$ cat src/design/sprite_rle_decoder_defines.svh
// Assertion helpers shared by the decoder files.
`ifndef SPRITE_RLE_DECODER_DEFINES_SVH
`define SPRITE_RLE_DECODER_DEFINES_SVH

// Clocked check, off while reset is asserted.
`define SRD_ASSERT(lbl, clk, rstn, prop, msg) \
  lbl: assert property (@(posedge clk) disable iff (!rstn) (prop)) else $error(msg);

// Clocked check that also holds during reset.
`define SRD_ASSERT_ALWAYS(lbl, clk, prop, msg) \
  lbl: assert property (@(posedge clk) (prop)) else $error(msg);

`endif

$ cat src/design/srd_pkg.sv
package srd_pkg;

  localparam int unsigned SizeW  = 13;  // block_width / block_height registers
  localparam int unsigned CoordW = 12;  // pixel_x / pixel_y
  localparam int unsigned CodeW  = 8;
  localparam int unsigned LitW   = 7;

  localparam logic [CodeW-1:0] EndOfRow  = 8'h80;
  localparam logic [SizeW-1:0] MaxSize   = 13'd4096;
  localparam logic [SizeW-1:0] ResetSize = 13'd256;

  typedef enum logic {
    CFG_WIDTH  = 1'b0,
    CFG_HEIGHT = 1'b1
  } cfg_idx_e;

  // Clamped block geometry as the decoder sees it.
  typedef struct packed {
    logic [SizeW-1:0] width;
    logic [SizeW-1:0] height;
  } geom_t;

  typedef struct packed {
    logic [CodeW-1:0] code_byte;
    logic             block_start;
  } in_item_t;

  typedef struct packed {
    logic [CoordW-1:0] pixel_x;
    logic [CoordW-1:0] pixel_y;
    logic [CodeW-1:0]  pixel_value;
    logic              is_pixel;
    logic              saw_transparency;
    logic              overrun_seen;
  } result_t;

  function automatic logic [SizeW-1:0] clamp_size(logic [SizeW-1:0] v);
    logic [SizeW-1:0] r;
    r = v;
    if (v == '0) begin
      r = 13'd1;
    end else if (v > MaxSize) begin
      r = MaxSize;
    end
    return r;
  endfunction

endpackage

$ cat src/design/sprite_rle_decoder.sv
// Channel   Direction  Handshake                  Payload
// in        input      in_valid_i / in_stall_o    code_byte_i, block_start_i
// out       output     out_valid_o / out_stall_i  pixel_x/y, pixel_value, is_pixel, flags
// cfg       input      cfg_we_i                   cfg_index_i, cfg_data_i
//
// One compressed byte per cycle while in_stall_o is low; a byte is taken into the input
// register, then decoded into the output register, whose result is valid on the outputs.
// The decode between those two registers is combinational.
// Reset: empty pipeline, width and height 256, decoder idle until a block start.
// A stall on the output holds the result; the input stalls only while both the
// input and output registers are occupied and the output is stalled.
module sprite_rle_decoder
  import srd_pkg::*;
(
  input  logic              clk_i,
  input  logic              rst_ni,
  // compressed byte stream
  input  logic              in_valid_i,
  output logic              in_stall_o,
  input  logic [CodeW-1:0]  code_byte_i,
  input  logic              block_start_i,
  // pixel writes and end-of-block markers
  output logic              out_valid_o,
  input  logic              out_stall_i,
  output logic [CoordW-1:0] pixel_x_o,
  output logic [CoordW-1:0] pixel_y_o,
  output logic [CodeW-1:0]  pixel_value_o,
  output logic              is_pixel_o,
  output logic              saw_transparency_o,
  output logic              overrun_seen_o,
  // configuration writes
  input  logic              cfg_we_i,
  input  logic              cfg_index_i,
  input  logic [SizeW-1:0]  cfg_data_i
);

  logic [SizeW-1:0] width_q;
  logic [SizeW-1:0] height_q;
  geom_t            geom;
  in_item_t         in_item;
  in_item_t         held_item;
  logic             held_full;
  logic             out_ready;
  logic             advance;
  logic             emit;
  result_t          dec_res;
  result_t          out_res;

  // Geometry registers; a write applies to the next byte decoded, also in mid-block.
  always_ff @(posedge clk_i or negedge rst_ni) begin
    if (!rst_ni) begin
      width_q  <= ResetSize;
      height_q <= ResetSize;
    end else if (cfg_we_i) begin
      unique case (cfg_idx_e'(cfg_index_i))
        CFG_WIDTH:  width_q  <= cfg_data_i;
        CFG_HEIGHT: height_q <= cfg_data_i;
        default: ;
      endcase
    end
  end

  // Out-of-range sizes act as the nearest legal one (1..4096).
  assign geom.width  = clamp_size(width_q);
  assign geom.height = clamp_size(height_q);

  assign in_item.code_byte   = code_byte_i;
  assign in_item.block_start = block_start_i;

  // The held byte is decoded whenever the output register can take a result,
  // even if this byte produces none.
  assign advance = held_full && out_ready;

  srd_in_reg u_in_reg (
    .clk_i     (clk_i),
    .rst_ni    (rst_ni),
    .in_valid_i(in_valid_i),
    .in_stall_o(in_stall_o),
    .item_i    (in_item),
    .advance_i (advance),
    .full_o    (held_full),
    .item_o    (held_item)
  );

  srd_decode u_decode (
    .clk_i    (clk_i),
    .rst_ni   (rst_ni),
    .geom_i   (geom),
    .item_i   (held_item),
    .advance_i(advance),
    .emit_o   (emit),
    .res_o    (dec_res)
  );

  srd_out_reg u_out_reg (
    .clk_i      (clk_i),
    .rst_ni     (rst_ni),
    .push_i     (emit),
    .res_i      (dec_res),
    .ready_o    (out_ready),
    .out_valid_o(out_valid_o),
    .out_stall_i(out_stall_i),
    .res_o      (out_res)
  );

  assign pixel_x_o          = out_res.pixel_x;
  assign pixel_y_o          = out_res.pixel_y;
  assign pixel_value_o      = out_res.pixel_value;
  assign is_pixel_o         = out_res.is_pixel;
  assign saw_transparency_o = out_res.saw_transparency;
  assign overrun_seen_o     = out_res.overrun_seen;

endmodule

$ cat src/design/srd_in_reg.sv
module srd_in_reg
  import srd_pkg::*;
(
  input  logic     clk_i,
  input  logic     rst_ni,
  input  logic     in_valid_i,
  output logic     in_stall_o,
  input  in_item_t item_i,
  input  logic     advance_i,
  output logic     full_o,
  output in_item_t item_o
);

  logic     full_q, full_d;
  in_item_t item_q;
  logic     load;

  // Take a new item when empty or when the held one moves on this cycle.
  assign in_stall_o = full_q && !advance_i;
  assign load       = in_valid_i && !in_stall_o;
  assign full_d     = load || (full_q && !advance_i);

  always_ff @(posedge clk_i or negedge rst_ni) begin
    if (!rst_ni) begin
      full_q <= 1'b0;
    end else begin
      full_q <= full_d;
    end
  end

  always_ff @(posedge clk_i) begin
    if (load) begin
      item_q <= item_i;
    end
  end

  assign full_o = full_q;
  assign item_o = item_q;

endmodule

$ cat src/design/srd_decode.sv
`include "sprite_rle_decoder_defines.svh"

module srd_decode
  import srd_pkg::*;
(
  input  logic     clk_i,
  input  logic     rst_ni,
  input  geom_t    geom_i,
  input  in_item_t item_i,
  input  logic     advance_i,
  output logic     emit_o,
  output result_t  res_o
);

  logic [CoordW-1:0] row_q, row_d;
  logic [SizeW-1:0]  col_q, col_d;
  logic [LitW-1:0]   lit_q, lit_d;
  logic              fin_q, fin_d;
  logic              trans_q, trans_d;
  logic              ovr_q, ovr_d;

  logic [SizeW-1:0]  height_m1;
  logic [SizeW-1:0]  skip_n;
  logic [SizeW-1:0]  room;
  logic              as_code;
  logic              emit;
  logic              is_pix;
  logic [CoordW-1:0] px_x;
  logic [CoordW-1:0] px_y;
  logic [CodeW-1:0]  px_val;

  assign height_m1 = geom_i.height - 13'd1;

  always_comb begin
    row_d   = row_q;
    col_d   = col_q;
    lit_d   = lit_q;
    fin_d   = fin_q;
    trans_d = trans_q;
    ovr_d   = ovr_q;
    emit    = 1'b0;
    is_pix  = 1'b0;
    px_x    = '0;
    px_y    = '0;
    px_val  = '0;
    as_code = 1'b1;
    skip_n  = '0;
    room    = '0;

    if (item_i.block_start) begin
      row_d   = height_m1[CoordW-1:0];
      col_d   = '0;
      lit_d   = '0;
      fin_d   = 1'b0;
      trans_d = 1'b0;
      ovr_d   = 1'b0;
    end

    if (fin_d) begin
      as_code = 1'b0;
    end else if (lit_d != '0) begin
      if (col_d < geom_i.width) begin
        // literal byte: one pixel at the current column
        px_x    = col_d[CoordW-1:0];
        px_y    = row_d;
        px_val  = item_i.code_byte;
        is_pix  = 1'b1;
        emit    = 1'b1;
        as_code = 1'b0;
        col_d   = col_d + 13'd1;
        lit_d   = lit_d - 7'd1;
        if (lit_d != '0 && col_d >= geom_i.width) begin
          ovr_d = 1'b1;
          lit_d = '0;
        end
      end else begin
        ovr_d = 1'b1;
        lit_d = '0;
      end
    end

    if (as_code) begin
      if (item_i.code_byte == EndOfRow) begin
        if (col_d < geom_i.width) begin
          trans_d = 1'b1;
        end
        if (row_d == '0) begin
          fin_d = 1'b1;
          col_d = '0;
          emit  = 1'b1;
        end else begin
          row_d = row_d - 12'd1;
          col_d = '0;
        end
      end else if (item_i.code_byte > EndOfRow) begin
        skip_n = {6'd0, item_i.code_byte[LitW-1:0]};
        room   = (col_d < geom_i.width) ? (geom_i.width - col_d) : '0;
        if (skip_n > room) begin
          skip_n = room;
          ovr_d  = 1'b1;
        end
        col_d   = col_d + skip_n;
        trans_d = 1'b1;
      end else if (item_i.code_byte != '0) begin
        if (col_d >= geom_i.width) begin
          ovr_d = 1'b1;
        end else begin
          lit_d = item_i.code_byte[LitW-1:0];
        end
      end
    end
  end

  always_ff @(posedge clk_i or negedge rst_ni) begin
    if (!rst_ni) begin
      row_q   <= '0;
      col_q   <= '0;
      lit_q   <= '0;
      fin_q   <= 1'b1;
      trans_q <= 1'b0;
      ovr_q   <= 1'b0;
    end else if (advance_i) begin
      row_q   <= row_d;
      col_q   <= col_d;
      lit_q   <= lit_d;
      fin_q   <= fin_d;
      trans_q <= trans_d;
      ovr_q   <= ovr_d;
    end
  end

  assign emit_o                 = advance_i && emit;
  assign res_o.pixel_x          = px_x;
  assign res_o.pixel_y          = px_y;
  assign res_o.pixel_value      = px_val;
  assign res_o.is_pixel         = is_pix;
  assign res_o.saw_transparency = trans_d;
  assign res_o.overrun_seen     = ovr_d;

  `SRD_ASSERT(a_col_bound, clk_i, rst_ni, col_q <= MaxSize, "column count past max size")
  `SRD_ASSERT(a_lit_live, clk_i, rst_ni, (lit_q != '0) |-> !fin_q, "literal run while idle")
  `SRD_ASSERT(a_eob_fin, clk_i, rst_ni, (emit_o && !res_o.is_pixel) |=> fin_q, "end of block not idle")
  `SRD_ASSERT(a_idle_quiet, clk_i, rst_ni, (fin_q && !item_i.block_start) |-> !emit, "result while idle")

endmodule

$ cat src/design/srd_out_reg.sv
`include "sprite_rle_decoder_defines.svh"

module srd_out_reg
  import srd_pkg::*;
(
  input  logic    clk_i,
  input  logic    rst_ni,
  input  logic    push_i,
  input  result_t res_i,
  output logic    ready_o,
  output logic    out_valid_o,
  input  logic    out_stall_i,
  output result_t res_o
);

  logic    full_q, full_d;
  result_t res_q;

  assign ready_o = !full_q || !out_stall_i;
  assign full_d  = push_i || (full_q && out_stall_i);

  always_ff @(posedge clk_i or negedge rst_ni) begin
    if (!rst_ni) begin
      full_q <= 1'b0;
    end else begin
      full_q <= full_d;
    end
  end

  always_ff @(posedge clk_i) begin
    if (push_i) begin
      res_q <= res_i;
    end
  end

  assign out_valid_o = full_q;
  assign res_o       = res_q;

  `SRD_ASSERT(a_no_overwrite, clk_i, rst_ni, push_i |-> ready_o, "push into a held result")
  `SRD_ASSERT_ALWAYS(a_rst_empty, clk_i, !rst_ni |=> !out_valid_o || rst_ni, "valid out of reset")

endmodule
$ cat config.mk
export PLATFORM = sky130hd
export DESIGN_NAME = sprite_rle_decoder
export DESIGN_NICKNAME = d
export VERILOG_FILES = /design/src/design/srd_pkg.sv /design/src/design/sprite_rle_decoder.sv /design/src/design/srd_in_reg.sv /design/src/design/srd_decode.sv /design/src/design/srd_out_reg.sv
export VERILOG_INCLUDE_DIRS = /design/src /design/src/design
export SDC_FILE = /design/constraint.sdc
export NUM_CORES = 1
export LEC_CHECK = 0
export BUFFER_PORTS_ARGS = -buffer_cell sky130_fd_sc_hd__buf_2
export CAP_MARGIN = 20
export CORE_ASPECT_RATIO = 0.9
export CORE_MARGIN = 2
export CORE_UTILIZATION = 61
export DETAILED_ROUTE_END_ITERATION = 7
export PLACE_DENSITY_LB_ADDON = 0.1
export SETUP_SLACK_MARGIN = 0.5
export SKIP_LAST_GASP = 1
export SLEW_MARGIN = 40
export SYNTH_ARGS = -nofsm -noshare
export SYNTH_HDL_FRONTEND = slang
export SYNTH_SLANG_ARGS = --single-unit
$ cat constraint.sdc
create_clock -name clk_i -period 9.25 [get_ports clk_i]
set_input_delay 1.85 -clock clk_i [delete_from_list [all_inputs] [get_ports clk_i]]
set_output_delay 1.85 -clock clk_i [all_outputs]
set_load 0.01 [all_outputs]
======== Word-level counts from Yosys, hierarchy flattened ========
Index checks and enable logic that the tools add are counted.
cells by class
  shift operators ......................... 0
  multipliers ............................. 0
  multiplexer cells ....................... 59
  eq/ne operators ......................... 1
  $lt $le $gt $ge ......................... 8
  bitwise logic cells ..................... 3
  div/mod/pow operators ................... 0
  reduce and logical (&&, ||, !) cells .... 22
  $add $sub $neg .......................... 6
operators by type and width
  cell                     count
  $mux W13                 14
  $mux W12                 6
  $mux W7                  10
  $mux W1                  29
  $ge A13 B13 Y1           2
  $gt A13 B13 Y1 const B   2
  $logic_not A13 Y1        2
  $lt A13 B13 Y1           2
  $sub A12 B1 Y12 const B  2
  $reduce_bool A7 Y1       2
  $add A13 B1 Y13 const B  1
  $add A13 B13 Y13         1
  $gt A7 B13 Y1            1
  $sub A13 B13 Y13         1
  $logic_not A12 Y1        1
  $eq A8 B8 Y1 const B     1
  $gt A8 B8 Y1 const B     1
  $reduce_bool A8 Y1       1
  $sub A7 B1 Y7 const B    1
  $logic_and A1 B1 Y1      6
  $logic_not A1 Y1         4
  $reduce_and A2 Y1        2
  $logic_or A1 B1 Y1       3
  $not A1 Y1               3
  $reduce_or A3 Y1         1
word-level totals
  bits in writable memories ............... 0
  latch bits .............................. 0
  input bits .............................. 28
  flip-flop bits (word level) ............. 107
  memory bits (read-only) ................. 0
  memories kept ........................... 0
  logic and storage cells ................. 117
  output and inout bits ................... 37

======== Depth between registers and ports, before layout ========
Gate-level depths: netlist (run 1).
  word-level depth ........................ 18
  mapped depth ............................ 42
  depth with buffers taken out ............ 39

======== Hierarchy ========
Synthesis (run 1) repeated with hierarchy kept, for this count alone.
second synthesis, totals
  cell total of the unflattened synthesis .. 886
  area, all modules ....................... 8,192.9 um^2
by module, submodules not included
  module              sequential area each (um^2)  cells an instance  area an instance (um^2)  instances
  srd_decode          877.1                        741                5,527.8                  1
  sprite_rle_decoder  653.1                        93                 1,249.9                  1
  srd_out_reg         1,076.0                      38                 1,087.3                  1
  srd_in_reg          295.3                        14                 327.8                    1

======== Worst setup path before layout (run 1) ========
OpenSTA, ideal clock, no wires.
  path kind ............................... flip-flop to flip-flop
  from .................................... register u_in_reg.item_q (netlist bit u_in_reg.item_o[0])
  to ...................................... register u_decode.col_q[12]
  clock period less this slack ............ 8,045 ps
  data required time ...................... 9,168 ps
  path slack .............................. 1,205 ps
  data arrival time ....................... 7,963 ps
  path buffers ............................ 3
  stages on the path, launching flop included .. 42
  library setup time ...................... 82 ps
  cell sequence ........................... edfxtp_1 -> inv_1 -> clkbuf_1 -> buf_1 -> nand2_1 -> inv_1 -> ha_1 -> a21oi_1 -> and3_1 -> a31oi_1 -> a211oi_1 -> o21ai_0 -> clkbuf_1 -> inv_1 -> a21oi_1 -> or2_2 -> inv_1 -> ha_1 -> [6 not listed] -> ha_1 -> nor2b_1 -> o211ai_1 -> a31oi_1 -> o21ai_0 -> a21oi_1 -> o21ai_1 -> a22o_1 -> ha_1 -> inv_1 -> fa_1 -> nor2b_1 -> o31a_1 -> o41ai_1 -> o21ai_0 -> a31oi_1 -> or4_1 -> a31oi_1
on the way
  word-level cells in the longest chain between the ends .. 16
  elaborated cells between the ends (all ways) .. 24
  classes of those cells .................. add/sub (3); order compare (3); mux (17); reduce/logical (1)
ends and longest elaborated chain
  item                                                line                                RTL
  start, declared                                     srd_in_reg.sv:15                    in_item_t item_q;
  start signal, assigned                              srd_in_reg.sv:33                    item_q <= item_i;
  $mux W13                                            srd_decode.sv:50                    if (item_i.block_start) begin
  $add A13 B1 Y13 or $lt A13 B13 Y1 (tied branches)   srd_decode.sv:70, srd_decode.sv:62
  $mux W13                                            srd_decode.sv:62                    if (col_d < geom_i.width) begin
  $mux W13                                            srd_decode.sv:61                    end else if (lit_d != '0) begin
  $mux W13                                            srd_decode.sv:59                    if (fin_d) begin
  $sub A13 B13 Y13 or $lt A13 B13 Y1 (tied branches)  srd_decode.sv:97                    room = (col_d < geom_i.width) ? (geom_i.width - col_d) : '0;
  $mux W13                                            srd_decode.sv:97
  $gt A7 B13 Y1                                       srd_decode.sv:98                    if (skip_n > room) begin
  $mux W13                                            srd_decode.sv:98
  $mux W13                                            srd_decode.sv:95                    end else if (item_i.code_byte > EndOfRow) begin
  $mux W13                                            srd_decode.sv:83                    if (item_i.code_byte == EndOfRow) begin
  $mux W13                                            srd_decode.sv:82                    if (as_code) begin
  $add A13 B13 Y13                                    srd_decode.sv:102                   col_d = col_d + skip_n;
  $mux W13                                            srd_decode.sv:95
  $mux W13                                            srd_decode.sv:83
  $mux W13 *                                          srd_decode.sv:82
  end signal, assigned                                srd_decode.sv:124                   col_q <= col_d;
  end, declared                                       srd_decode.sv:16                    logic [SizeW-1:0] col_q, col_d;
Mark *: on every way between the ends. The rest lies on a longest branch, timed or not. The select of a mux whose other input is x is not followed.
A chain may end at the register's enable or synchronous reset.

======== Worst setup path in the final report (run 1) ========
Ends and elaborated chain as after synthesis.

==> load_flow_metrics.sql, run 1 <==
INSERT INTO impl_metrics (metric_group, metric, value, unit) VALUES
('synthesis', 'ys_top_cells_by_area', 'dfrtp_1 19%, edfxtp_1 16%, ha_1 10%', ''),
('synthesis', 'number_of_enable_type_register_cells_in_the_synthesized_netlist', '44', ''),
('placed_design', 'gp_congestion', '1.110', ''),
('pwr', 'leakagePower', '3.940', 'nW'),
('setup_path', 'crit_path_end_kind', 'flip-flop', ''),
('sta', 'max_freq', '118.3', 'MHz'),
('sta', 'tns', '0', 'ns'),
('pwr', 'worst_ir_drop_vdd', '0.2634', 'mV'),
('global_routing', 'grt_overflow', '0', ''),
('die', 'placementRows', '39', ''),
('placed_design', 'detailed_place_hpwl', '18.41', 'mm'),
('finish', 'footprint_of_the_flip_flops_and_latches', '2902', 'µm²'),
('global_routing', 'largest_net_degree_at_the_start_of_global_routing', '64', ''),
('setup_path', 'worstPathBufferInverterCount', '5', ''),
('die', 'ioPinCount', '65', ''),
('die', 'fp.dieW', '125.1', 'µm'),
('synthesis', 'postSynth.asyncResetShare', '0.5888', ''),
('sta', 'setup_skew', '0.008327', 'ns'),
('die', 'start_util', '0.6295', ''),
('setup_path', 'worstSetupPathType', 'reg2reg', ''),
('clocking', 'clock_tree_from_tritoncts', 'built', ''),
('clocking', 'cts_hold_repair.buffers', '0', ''),
('synthesis', 'synth-seq-area-share', '0.3605', ''),
('flow_run', 'timing.max_cap.violations', '0', ''),
('synthesis', 'mappedNetlistArea', '8048', 'µm²'),
('min_path', 'timing.hold.worst.class', 'reg2reg', ''),
('sta', 'drv_slew', '0', ''),
('clocking', 'clock-sinks', '107', ''),
('route', 'routedWlPerCell', '21.71', 'µm'),
('setup_path', 'cp_data_required_time', '9.53', 'ns'),
('global_routing', 'grt_pass1_wl', '38.75', 'mm'),
('route', 'drt_drc_violations_left', '0', ''),
('clocking', 'cts_root_buffer', 'clkbuf_16', ''),
('synthesis', 'synthesis_stage_register_bit_count', '107', ''),
('sta', 'worstMarginPinSlew', '0.8118', 'ns'),
('placed_design', 'count_of_input_and_output_buffers', '64', ''),
('setup_path', 'cp_top_family', 'compound AO/OA/AOI/OAI gates', ''),
('synthesis', 'yosys.area.top_type', 'dfrtp_1', ''),
('setup_path', 'crit_start_category', 'flip-flop', ''),
('finish', 'synthToLayoutAreaGrowth', '11.02', '%'),
('finish', 'post_layout_nonfiller_instances', '1109', ''),
('synthesis', 'dominantRegCellSynth', 'dfrtp_1', ''),
('clocking', 'clock_latency_late_sink', '0.36', 'ns'),
('synthesis', 'synth.yosys.warnings', '0', ''),
('global_routing', 'grt_pass1_vias', '7129', ''),
('setup_path', 'timing.critical_path.slowest_stage_cell', 'or4_1', ''),
('setup_path', 'timing.critical_path.fanout_max', '29', ''),
('route', 'routed-via-count', '7499', ''),
('finish', 'number_of_antenna_diodes', '0', ''),
('synthesis', 'syn-instance-count', '881', ''),
('die', 'core_area', '12780', 'µm²'),
('setup_path', 'r2r_setup_slack', '0.80', 'ns'),
('die', 'die_y', '113.0', 'µm'),
('global_routing', 'antenna_found_initial', '0', ''),
('finish', 'n_fill_cell', '1009', ''),
('finish', 'multi_input_area', '4881', 'µm²'),
('sta', 'max_slew_margin', '0.4502', ''),
('synthesis', 'synth_cell_type_count', '85', ''),
('synthesis', 'synth_area_per_cell', '9.135', 'µm²'),
('outcome', 'outcome', 'finished, final reports clean', ''),
('route', 'routed_via_density', '6.762', ''),
('pwr', 'cellPowerDensity', '344.7', 'nW/µm²'),
('pwr', 'report.power.total', '3.080', 'mW'),
('clocking', 'bufs_on_longest_clock_path', '2', ''),
('synthesis', 'synth_top_cell_area_share', '0.1866', ''),
('sta', 'report.final.hold_viol_count', '0', ''),
('die', 'fp.dieArea', '14130', 'µm²'),
('global_routing', 'global_route.usage.total', '0.3475', ''),
('route', 'routed_wirelength', '24.07', 'mm'),
('setup_path', 'arrival', '8.73', 'ns'),
('finish', 'final_nets', '1035', ''),
('sta', 'finalCritPeriodShare', '0.9140', ''),
('setup_path', 'slowest_delay', '0.48', 'ns'),
('sta', 'period_minus_slack', '8.454', 'ns'),
('clocking', 'clk_transition_reported_paths', '0.07', 'ns'),
('sta', 'rsz0062_at_grt', 'yes', ''),
('sta', 'final-setup-viol-count', '0', ''),
('setup_path', 'timing.critical_path.mode_cell', 'a31oi_1', ''),
('finish', 'drive_gt1_frac', '0.1725', ''),
('route', 'antenna_violating_nets_post_route', '0', ''),
('route', 'drtIter0Drc', '811', ''),
('placed_design', 'post-place-cells', '1087', ''),
('clocking', 'htree_levels', '3', ''),
('clocking', 'cts_made_buffers', '9', ''),
('route', 'drtPass1Iterations', '5', '');
logic make-up after synthesis:
logic type / count (synthesis) / share of synthesized area
other cells: 1 / 0.0004660
flops: 107 / 0.3605
fa+ha+maj: 67 / 0.1060
mux: 31 / 0.04244
simple gates: 314 / 0.2009
compound gates: 234 / 0.2043
xor+xnor: 40 / 0.04353
buf+inv: 87 / 0.04182
final cells by class:
| class | count | share of cell area |
|---|---|---|
| clock inverter | 6 | 0.005741 |
| multi-input combinational | 691 | 0.5463 |
| tap | 164 | 0.02297 |
| clock buffer | 10 | 0.02563 |
| timing repair buffer | 81 | 0.05237 |
| sequential | 107 | 0.3247 |
| inverter | 50 | 0.02227 |
power breakdown:
part	switching, mW	total [mW]	internal, mW	leakage, nW
Combinational	1.15	1.88	0.733	2.62
Clock	0.181	0.367	0.186	0.138
Sequential	0.126	0.829	0.703	1.18
per-layer routing:
layer  part of all wire  GRT usage
met5                  0          0
met3               0.11    0.07801
met2               0.43     0.5174
met1               0.42     0.5011
met4              0.034     0.1267
flip-flops by register name, summed over array words and instances (netlist names):
register	cells
u_out_reg.res_o	35
u_decode.trans_q	1
u_in_reg.full_o	1
u_decode.lit_q	7
u_out_reg.out_valid_o	1
u_decode.ovr_q	1
u_decode.row_q	12
width_q	13
u_decode.col_q	13
u_decode.fin_q	1
height_q	13
u_in_reg.item_o	9
worst paths after layout:
check,from,cells past startpoint,to
hold reg to reg,u_decode.row_q[0]$_DFFE_PN0P_,2,u_decode.row_q[0]$_DFFE_PN0P_
setup / recovery,u_in_reg.item_o[0]$_DFFE_PP_,38,u_decode.col_q[12]$_DFFE_PN0P_
hold / removal,u_decode.row_q[0]$_DFFE_PN0P_,2,u_decode.row_q[0]$_DFFE_PN0P_
max in group asynchronous,rst_ni,2,u_decode.col_q[12]$_DFFE_PN0P_
min in group asynchronous,rst_ni,2,u_decode.row_q[7]$_DFFE_PN0P_
setup reg to reg,u_in_reg.item_o[0]$_DFFE_PP_,38,u_decode.col_q[12]$_DFFE_PN0P_
worst register-to-register path, delay by kind of cell (launching register included):
family,cells,cell delay (ns)
AOI/OAI and AO/OA,20,3.69
adders and majority gates,5,1.52
and+or+nand+nor,7,1.41
buffers and inverters,5,0.90
DFF,1,0.45
xor gates and xnor gates,1,0.43
cells in the mapped netlist, drive strengths merged (11+ instances only):
cell type and n:
inv 50, mux2 25, a21oi 39, nand2 77, nand3 21, edfxtp 44, xor2 16, a21o 18
and2 22, a211oi 12, nor2b 20, nand2b 13, dfrtp 60, clkbuf 32, and3 11, xnor2 24
a31oi 16, nor2 79, o21ai 52, ha 65, nor3 20
per-stage QoR:
step	hold WS, ns	setup WS [ns]	cell area (µm²)	util
after global routing	0.5340	0.3706	8935	0.6989
final	0.5058	0.7956	8935	0.6989
after floorplan	0.4492	1.205	8063	-
after detailed placement	0.4747	0.5567	8536	0.6676
after global placement	0.4652	0.8759	8528	0.6671
after CTS	0.5094	0.5489	8816	0.6896
repair_timing:
item | in CTS | in global routing
setup buffers | 0 | 6
gates resized for setup | 0 | 17
endpoints found under the setup margin | 0 | 9
cell usage in the layout, fill, tap and decap left out, types with 7 or more instances in the layout:
cell	count
a211oi_1	9
a21o_1	18
a21oi_1	38
a22o_1	8
a31oi_1	15
and2_1	20
and3_1	11
buf_2	64
buf_4	14
clkbuf_16	9
dfrtp_1	60
edfxtp_1	44
ha_1	65
inv_1	47
mux2_2	25
nand2_1	77
nand2b_1	12
nand3_1	20
nand4_1	9
nor2_1	77
nor2b_1	18
nor3_1	20
nor4_1	8
o211ai_1	9
o21a_1	8
o21ai_0	45
o22ai_1	7
or3_1	8
xnor2_1	24
xor2_1	16
Note: power is estimated with default switching activity, not from simulation.
==> run 2, diff against run 1 <==
--- a/config.mk
+++ b/config.mk
@@ -10,7 +10,7 @@
 export CAP_MARGIN = 20
 export CORE_ASPECT_RATIO = 0.9
 export CORE_MARGIN = 2
-export CORE_UTILIZATION = 61
+export CORE_UTILIZATION = 30
 export DETAILED_ROUTE_END_ITERATION = 7
 export PLACE_DENSITY_LB_ADDON = 0.1
 export SETUP_SLACK_MARGIN = 0.5
==> load_flow_metrics.sql, run 2 (synthesis results as in run 1) <==
INSERT INTO impl_metrics (metric_group, metric, value, unit) VALUES
('outcome', 'outcome', 'finished, final reports clean', ''),
('clocking', 'cts_root_buffer', 'clkbuf_16', ''),
('route', 'routed-via-count', '7000', ''),
('global_routing', 'grt_pass1_wl', '41.87', 'mm'),
('placed_design', 'gp_congestion', '0.9284', ''),
('global_routing', 'antenna_found_initial', '0', ''),
('finish', 'multi_input_area', '4887', 'µm²'),
('pwr', 'leakagePower', '3.979', 'nW'),
('setup_path', 'arrival', '8.36', 'ns'),
('finish', 'footprint_of_the_flip_flops_and_latches', '2902', 'µm²'),
('clocking', 'cts_hold_repair.buffers', '0', ''),
('pwr', 'cellPowerDensity', '341.2', 'nW/µm²'),
('sta', 'tns', '0', 'ns'),
('sta', 'setup_skew', '0.01480', 'ns'),
('route', 'drtPass1Iterations', '5', ''),
('global_routing', 'largest_net_degree_at_the_start_of_global_routing', '64', ''),
('clocking', 'clock_latency_late_sink', '0.36', 'ns'),
('global_routing', 'grt_overflow', '0', ''),
('finish', 'final_nets', '1041', ''),
('setup_path', 'worstSetupPathType', 'reg2reg', ''),
('die', 'fp.dieW', '176.6', 'µm'),
('die', 'start_util', '0.3071', ''),
('sta', 'finalCritPeriodShare', '0.8729', ''),
('route', 'routedWlPerCell', '20.79', 'µm'),
('clocking', 'bufs_on_longest_clock_path', '2', ''),
('sta', 'rsz0062_at_grt', 'no', ''),
('setup_path', 'crit_start_category', 'flip-flop', ''),
('setup_path', 'slowest_delay', '0.48', 'ns'),
('sta', 'hold_ws', '0.4990', 'ns'),
('setup_path', 'cp_data_required_time', '9.53', 'ns'),
('route', 'routed_via_density', '5.389', ''),
('die', 'ioPinCount', '65', ''),
('sta', 'max_slew_margin', '0.4893', ''),
('clocking', 'htree_levels', '3', ''),
('sta', 'max_freq', '123.8', 'MHz'),
('placed_design', 'placement.setup.worst_slack', '0.6131', 'ns'),
('sta', 'report.final.hold_viol_count', '0', ''),
('die', 'die_y', '159.4', 'µm'),
('min_path', 'timing.hold.worst.class', 'reg2reg', ''),
('setup_path', 'crit_path_end_kind', 'flip-flop', ''),
('sta', 'period_minus_slack', '8.075', 'ns'),
('sta', 'final-setup-viol-count', '0', ''),
('clocking', 'clock-sinks', '107', ''),
('flow_run', 'timing.max_cap.violations', '0', ''),
('setup_path', 'timing.critical_path.slowest_stage_cell', 'or4_1', ''),
('route', 'routed_wirelength', '27.01', 'mm'),
('sta', 'final.setup.worst_slack', '1.175', 'ns'),
('pwr', 'worst_ir_drop_vdd', '0.1302', 'mV'),
('route', 'drt_drc_violations_left', '0', ''),
('setup_path', 'timing.critical_path.fanout_max', '18', ''),
('finish', 'largest_register_ffs', '35', ''),
('die', 'fp.dieArea', '28150', 'µm²'),
('setup_path', 'timing.critical_path.mode_cell', 'a31oi_1', ''),
('route', 'antenna_violating_nets_post_route', '0', ''),
('finish', 'synthToLayoutAreaGrowth', '14.89', '%'),
('global_routing', 'grt_pass1_vias', '6734', ''),
('finish', 'n_fill_cell', '2764', ''),
('route', 'drtIter0Drc', '613', ''),
('sta', 'worstMarginPinSlew', '0.7542', 'ns'),
('placed_design', 'detailed_place_hpwl', '20.93', 'mm'),
('clocking', 'clk_transition_reported_paths', '0.08', 'ns'),
('placed_design', 'count_of_input_and_output_buffers', '64', ''),
('clocking', 'cts_made_buffers', '9', ''),
('finish', 'number_of_antenna_diodes', '0', ''),
('global_routing', 'global_route.usage.total', '0.1934', ''),
('sta', 'drv_slew', '0', ''),
('die', 'placementRows', '56', ''),
('clocking', 'clock_tree_from_tritoncts', 'built', ''),
('finish', 'layout.cells.most_common_list', '77 x nor2_1, 77 x nand2_1, 65 x ha_1', ''),
('finish', 'drive_gt1_frac', '0.1777', ''),
('die', 'core_area', '26210', 'µm²');
[run 2: changes by cell type in the layout (fill, tap and decap cells not counted), sizes merged]
cell | before | now
clkinv | 4 | 2
inv | 49 | 51
buf | 81 | 87
[run 2: through the flow]
step / area, µm² / total power, mW / std cells / util
floorplan: 8063 / 2.054 / 885 / -
global placement: 8816 / 2.681 / 1278 / 0.3364
detailed placement: 8862 / 2.686 / 1280 / 0.3382
CTS: 9165 / 3.099 / 1296 / 0.3497
global route: 9246 / 3.409 / 1299 / 0.3528
finish: 9246 / 3.154 / 1299 / 0.3528
[run 2: routing by layer]
metal	vias up	share of wire	wire (µm)	track usage
met5	-	0	0	0
met1	3349	0.51	13820	0.2960
met4	0	0.016	428	0.04057
met3	32	0.064	1726	0.03892
met2	244	0.41	11040	0.2777
li1	3375	-	-	-
[run 2: what timing repair did]
| item | in CTS | in global routing |
|---|---|---|
| endpoints found under the hold margin | 0 | 0 |
| setup buffers | 0 | 3 |
| setup endpoints to repair | 0 | 9 |
| gates resized for setup | 0 | 14 |
[run 2: worst paths after layout]
kind / start / endpoint / slack [ns] / cells after the start
max in group asynchronous: rst_ni / u_decode.col_q[3]$_DFFE_PN0P_ / 7.18 / 2
min in group asynchronous: rst_ni / height_q[9]$_DFFE_PN0P_ / 1.59 / 2
min: u_decode.row_q[0]$_DFFE_PN0P_ / u_decode.row_q[0]$_DFFE_PN0P_ / 0.50 / 2
max: u_in_reg.item_o[0]$_DFFE_PP_ / u_decode.col_q[12]$_DFFE_PN0P_ / 1.18 / 39
min reg2reg: u_decode.row_q[0]$_DFFE_PN0P_ / u_decode.row_q[0]$_DFFE_PN0P_ / 0.50 / 2
max reg2reg: u_in_reg.item_o[0]$_DFFE_PP_ / u_decode.col_q[12]$_DFFE_PN0P_ / 1.18 / 39
[run 2: worst max-delay path, delay by kind of cell, from the launching register on]
kind	cells	cell delay (ns)
AOI/OAI and AO/OA	21	3.89
adders and majority gates	5	1.30
DFF	1	0.37
and+or+nand+nor	7	1.67
buffers and inverters	6	0.80
[run 2: layout make-up]
type | count | area share
flip-flops and latches | 107 | 0.3138
multi-input cells | 691 | 0.5286
clock inverters | 6 | 0.006901
well taps | 348 | 0.04709
inverters | 50 | 0.02111
repair buffers | 87 | 0.05670
clock buffers | 10 | 0.02585
[run 2: power breakdown]
part           leakage, nW  total (mW)  internal, mW  switching (mW)
clock network        0.146       0.404         0.198           0.205
registers             1.18       0.830         0.701           0.128
logic                 2.65        1.92         0.758            1.16
total                 3.98        3.15          1.66            1.50
==> run 3, diff against run 2 <==
--- a/config.mk
+++ b/config.mk
@@ -9,10 +9,9 @@
 export BUFFER_PORTS_ARGS = -buffer_cell sky130_fd_sc_hd__buf_2
 export CAP_MARGIN = 20
 export CORE_ASPECT_RATIO = 0.9
-export CORE_MARGIN = 2
+export CORE_MARGIN = 1
 export CORE_UTILIZATION = 30
 export DETAILED_ROUTE_END_ITERATION = 7
-export PLACE_DENSITY_LB_ADDON = 0.1
 export SETUP_SLACK_MARGIN = 0.5
 export SKIP_LAST_GASP = 1
 export SLEW_MARGIN = 40
==> load_flow_metrics.sql, run 3 (synthesis results as in run 1) <==
INSERT INTO impl_metrics (metric_group, metric, value, unit) VALUES
('setup_path', 'worstPathBufferInverterCount', '4', ''),
('setup_path', 'timing.rr.start', 'u_in_reg.item_o[0]$_DFFE_PP_', ''),
('clocking', 'clk_transition_reported_paths', '0.08', 'ns'),
('global_routing', 'grt_pass1_wl', '37.18', 'mm'),
('sta', 'final-setup-viol-count', '0', ''),
('outcome', 'outcome', 'finished, final reports clean', ''),
('die', 'placementRows', '56', ''),
('die', 'fp.dieW', '174.6', 'µm'),
('setup_path', 'cp_data_required_time', '9.53', 'ns'),
('flow_run', 'timing.max_cap.violations', '0', ''),
('sta', 'max_slew_margin', '0.4133', ''),
('sta', 'period_minus_slack', '8.167', 'ns'),
('route', 'antenna_violating_nets_post_route', '0', ''),
('clocking', 'clock_latency_late_sink', '0.36', 'ns'),
('pwr', 'leakagePower', '3.942', 'nW'),
('sta', 'tns', '0', 'ns'),
('pwr', 'worst_ir_drop_vdd', '0.1203', 'mV'),
('finish', 'n_fill_cell', '2719', ''),
('clocking', 'htree_levels', '3', ''),
('setup_path', 'timing.critical_path.fanout_max', '15', ''),
('route', 'routed_via_density', '5.364', ''),
('global_routing', 'grt_pass1_vias', '6560', ''),
('placed_design', 'detailed_place_hpwl', '18.52', 'mm'),
('setup_path', 'crit_path_end_kind', 'flip-flop', ''),
('sta', 'finalCritPeriodShare', '0.8830', ''),
('setup_path', 'timing.critical_path.slowest_stage_cell', 'o2bb2ai_1', ''),
('clocking', 'bufs_on_longest_clock_path', '2', ''),
('route', 'routed-via-count', '6947', ''),
('route', 'drtIter0Drc', '682', ''),
('global_routing', 'antenna_found_initial', '3', ''),
('clocking', 'cts_root_buffer', 'clkbuf_16', ''),
('route', 'routedWlPerCell', '18.15', 'µm'),
('min_path', 'timing.hold.worst.start', 'u_decode.row_q[7]$_DFFE_PN0P_', ''),
('global_routing', 'global_route.usage.total', '0.1752', ''),
('route', 'routed_wirelength', '23.50', 'mm'),
('placed_design', 'gp_congestion', '1.019', ''),
('sta', 'setup_skew', '0.01537', 'ns'),
('pwr', 'cellPowerDensity', '329.8', 'nW/µm²'),
('sta', 'rsz0062_at_grt', 'no', ''),
('die', 'ioPinCount', '65', ''),
('clocking', 'clock_tree_from_tritoncts', 'built', ''),
('finish', 'synthToLayoutAreaGrowth', '14.12', '%'),
('clocking', 'cts_made_buffers', '9', ''),
('finish', 'largest_register_ffs', '35', ''),
('placed_design', 'placement.setup.worst_slack', '0.7169', 'ns'),
('clocking', 'cts_hold_repair.buffers', '0', ''),
('min_path', 'timing.hold.worst.class', 'reg2reg', ''),
('die', 'start_util', '0.3071', ''),
('clocking', 'clock-sinks', '107', ''),
('route', 'drt_drc_violations_left', '0', ''),
('sta', 'worstMarginPinSlew', '0.8726', 'ns'),
('setup_path', 'timing.critical_path.mode_cell', 'ha_1', ''),
('placed_design', 'count_of_input_and_output_buffers', '64', ''),
('route', 'drtPass1Iterations', '5', ''),
('sta', 'drv_slew', '0', ''),
('die', 'die_y', '157.4', 'µm'),
('sta', 'final.setup.worst_slack', '1.083', 'ns'),
('global_routing', 'grt_overflow', '0', ''),
('finish', 'final_nets', '1036', ''),
('setup_path', 'worstSetupPathType', 'reg2reg', ''),
('setup_path', 'crit_start_category', 'flip-flop', ''),
('die', 'fp.dieArea', '27490', 'µm²'),
('setup_path', 'cp_top_family', 'compound AO/OA/AOI/OAI gates', ''),
('finish', 'drive_gt1_frac', '0.1712', ''),
('finish', 'layout.cells.most_common_list', '77 x nor2_1, 77 x nand2_1, 65 x ha_1', ''),
('sta', 'report.final.hold_viol_count', '0', ''),
('setup_path', 'critical_path.startpoint', 'u_in_reg.item_o[0]$_DFFE_PP_', ''),
('die', 'core_area', '26210', 'µm²'),
('setup_path', 'slowest_delay', '0.56', 'ns'),
('sta', 'max_freq', '122.4', 'MHz'),
('global_routing', 'largest_net_degree_at_the_start_of_global_routing', '64', ''),
('setup_path', 'arrival', '8.45', 'ns');
[run 3: cell count changes in the layout (fill, tap and decap cells not counted), sizes merged]
cell	before	now
inv	51	50
clkinvlp	3	2
clkinv	2	1
clkbuf	10	13
diode	0	1
buf	87	82
[run 3: final timing paths]
kind / to / slack [ns] / cells past startpoint
min in group asynchronous: height_q[9]$_DFFE_PN0P_ / 1.57 / 2
min reg2reg: u_decode.row_q[7]$_DFFE_PN0P_ / 0.49 / 2
max reg2reg: u_decode.col_q[12]$_DFFE_PN0P_ / 1.08 / 35
max in group asynchronous: u_decode.col_q[4]$_DFFE_PN0P_ / 7.24 / 2
max: u_decode.col_q[12]$_DFFE_PN0P_ / 1.08 / 35
min: u_decode.row_q[7]$_DFFE_PN0P_ / 0.49 / 2
[run 3: final cells by class]
cell class	count	area, µm²	share of cell area
well taps	348	435.4	0.04741
repair buffers	82	483.0	0.05259
inverters	50	191.4	0.02084
multi-input cells	691	4887	0.5322
flip-flops and latches	107	2902	0.3159
clock inverters	3	22.52	0.002452
diodes	1	2.502	0.0002725
clock buffers	13	260.3	0.02834
[run 3: repair_timing]
item	CTS	global route
resized for setup	0	13
setup buffers	0	3
setup endpoints to repair	0	9
[run 3: through the flow]
step	power [mW]	utilization	instances	instance area, µm²	hold WS (ns)
floorplan	2.054	-	885	8063	0.4492
global placement	2.575	0.3353	1274	8786	0.4652
detailed placement	2.596	0.3366	1275	8820	0.4731
CTS	2.976	0.3474	1291	9102	0.4966
global route	3.276	0.3504	1294	9181	0.5368
finish	3.029	0.3505	1295	9184	0.4877
[run 3: report_power, final]
| part | internal, mW | switching [mW] |
|---|---|---|
| Sequential | 0.702 | 0.118 |
| Clock | 0.198 | 0.171 |
| Combinational | 0.736 | 1.10 |
| Total | 1.64 | 1.39 |
[run 3: metal layers]
metal | track usage | wire length [µm]
met1 | 0.2509 | 11550
met4 | 0.05880 | 486
met3 | 0.03671 | 1515
met5 | 0 | 27
met2 | 0.2596 | 9919
[run 3: worst min-delay path: stages, from the launching register on]
cell,delay (ns)
dfrtp_1,0.35
nand2_1,0.05
o21ai_0,0.06
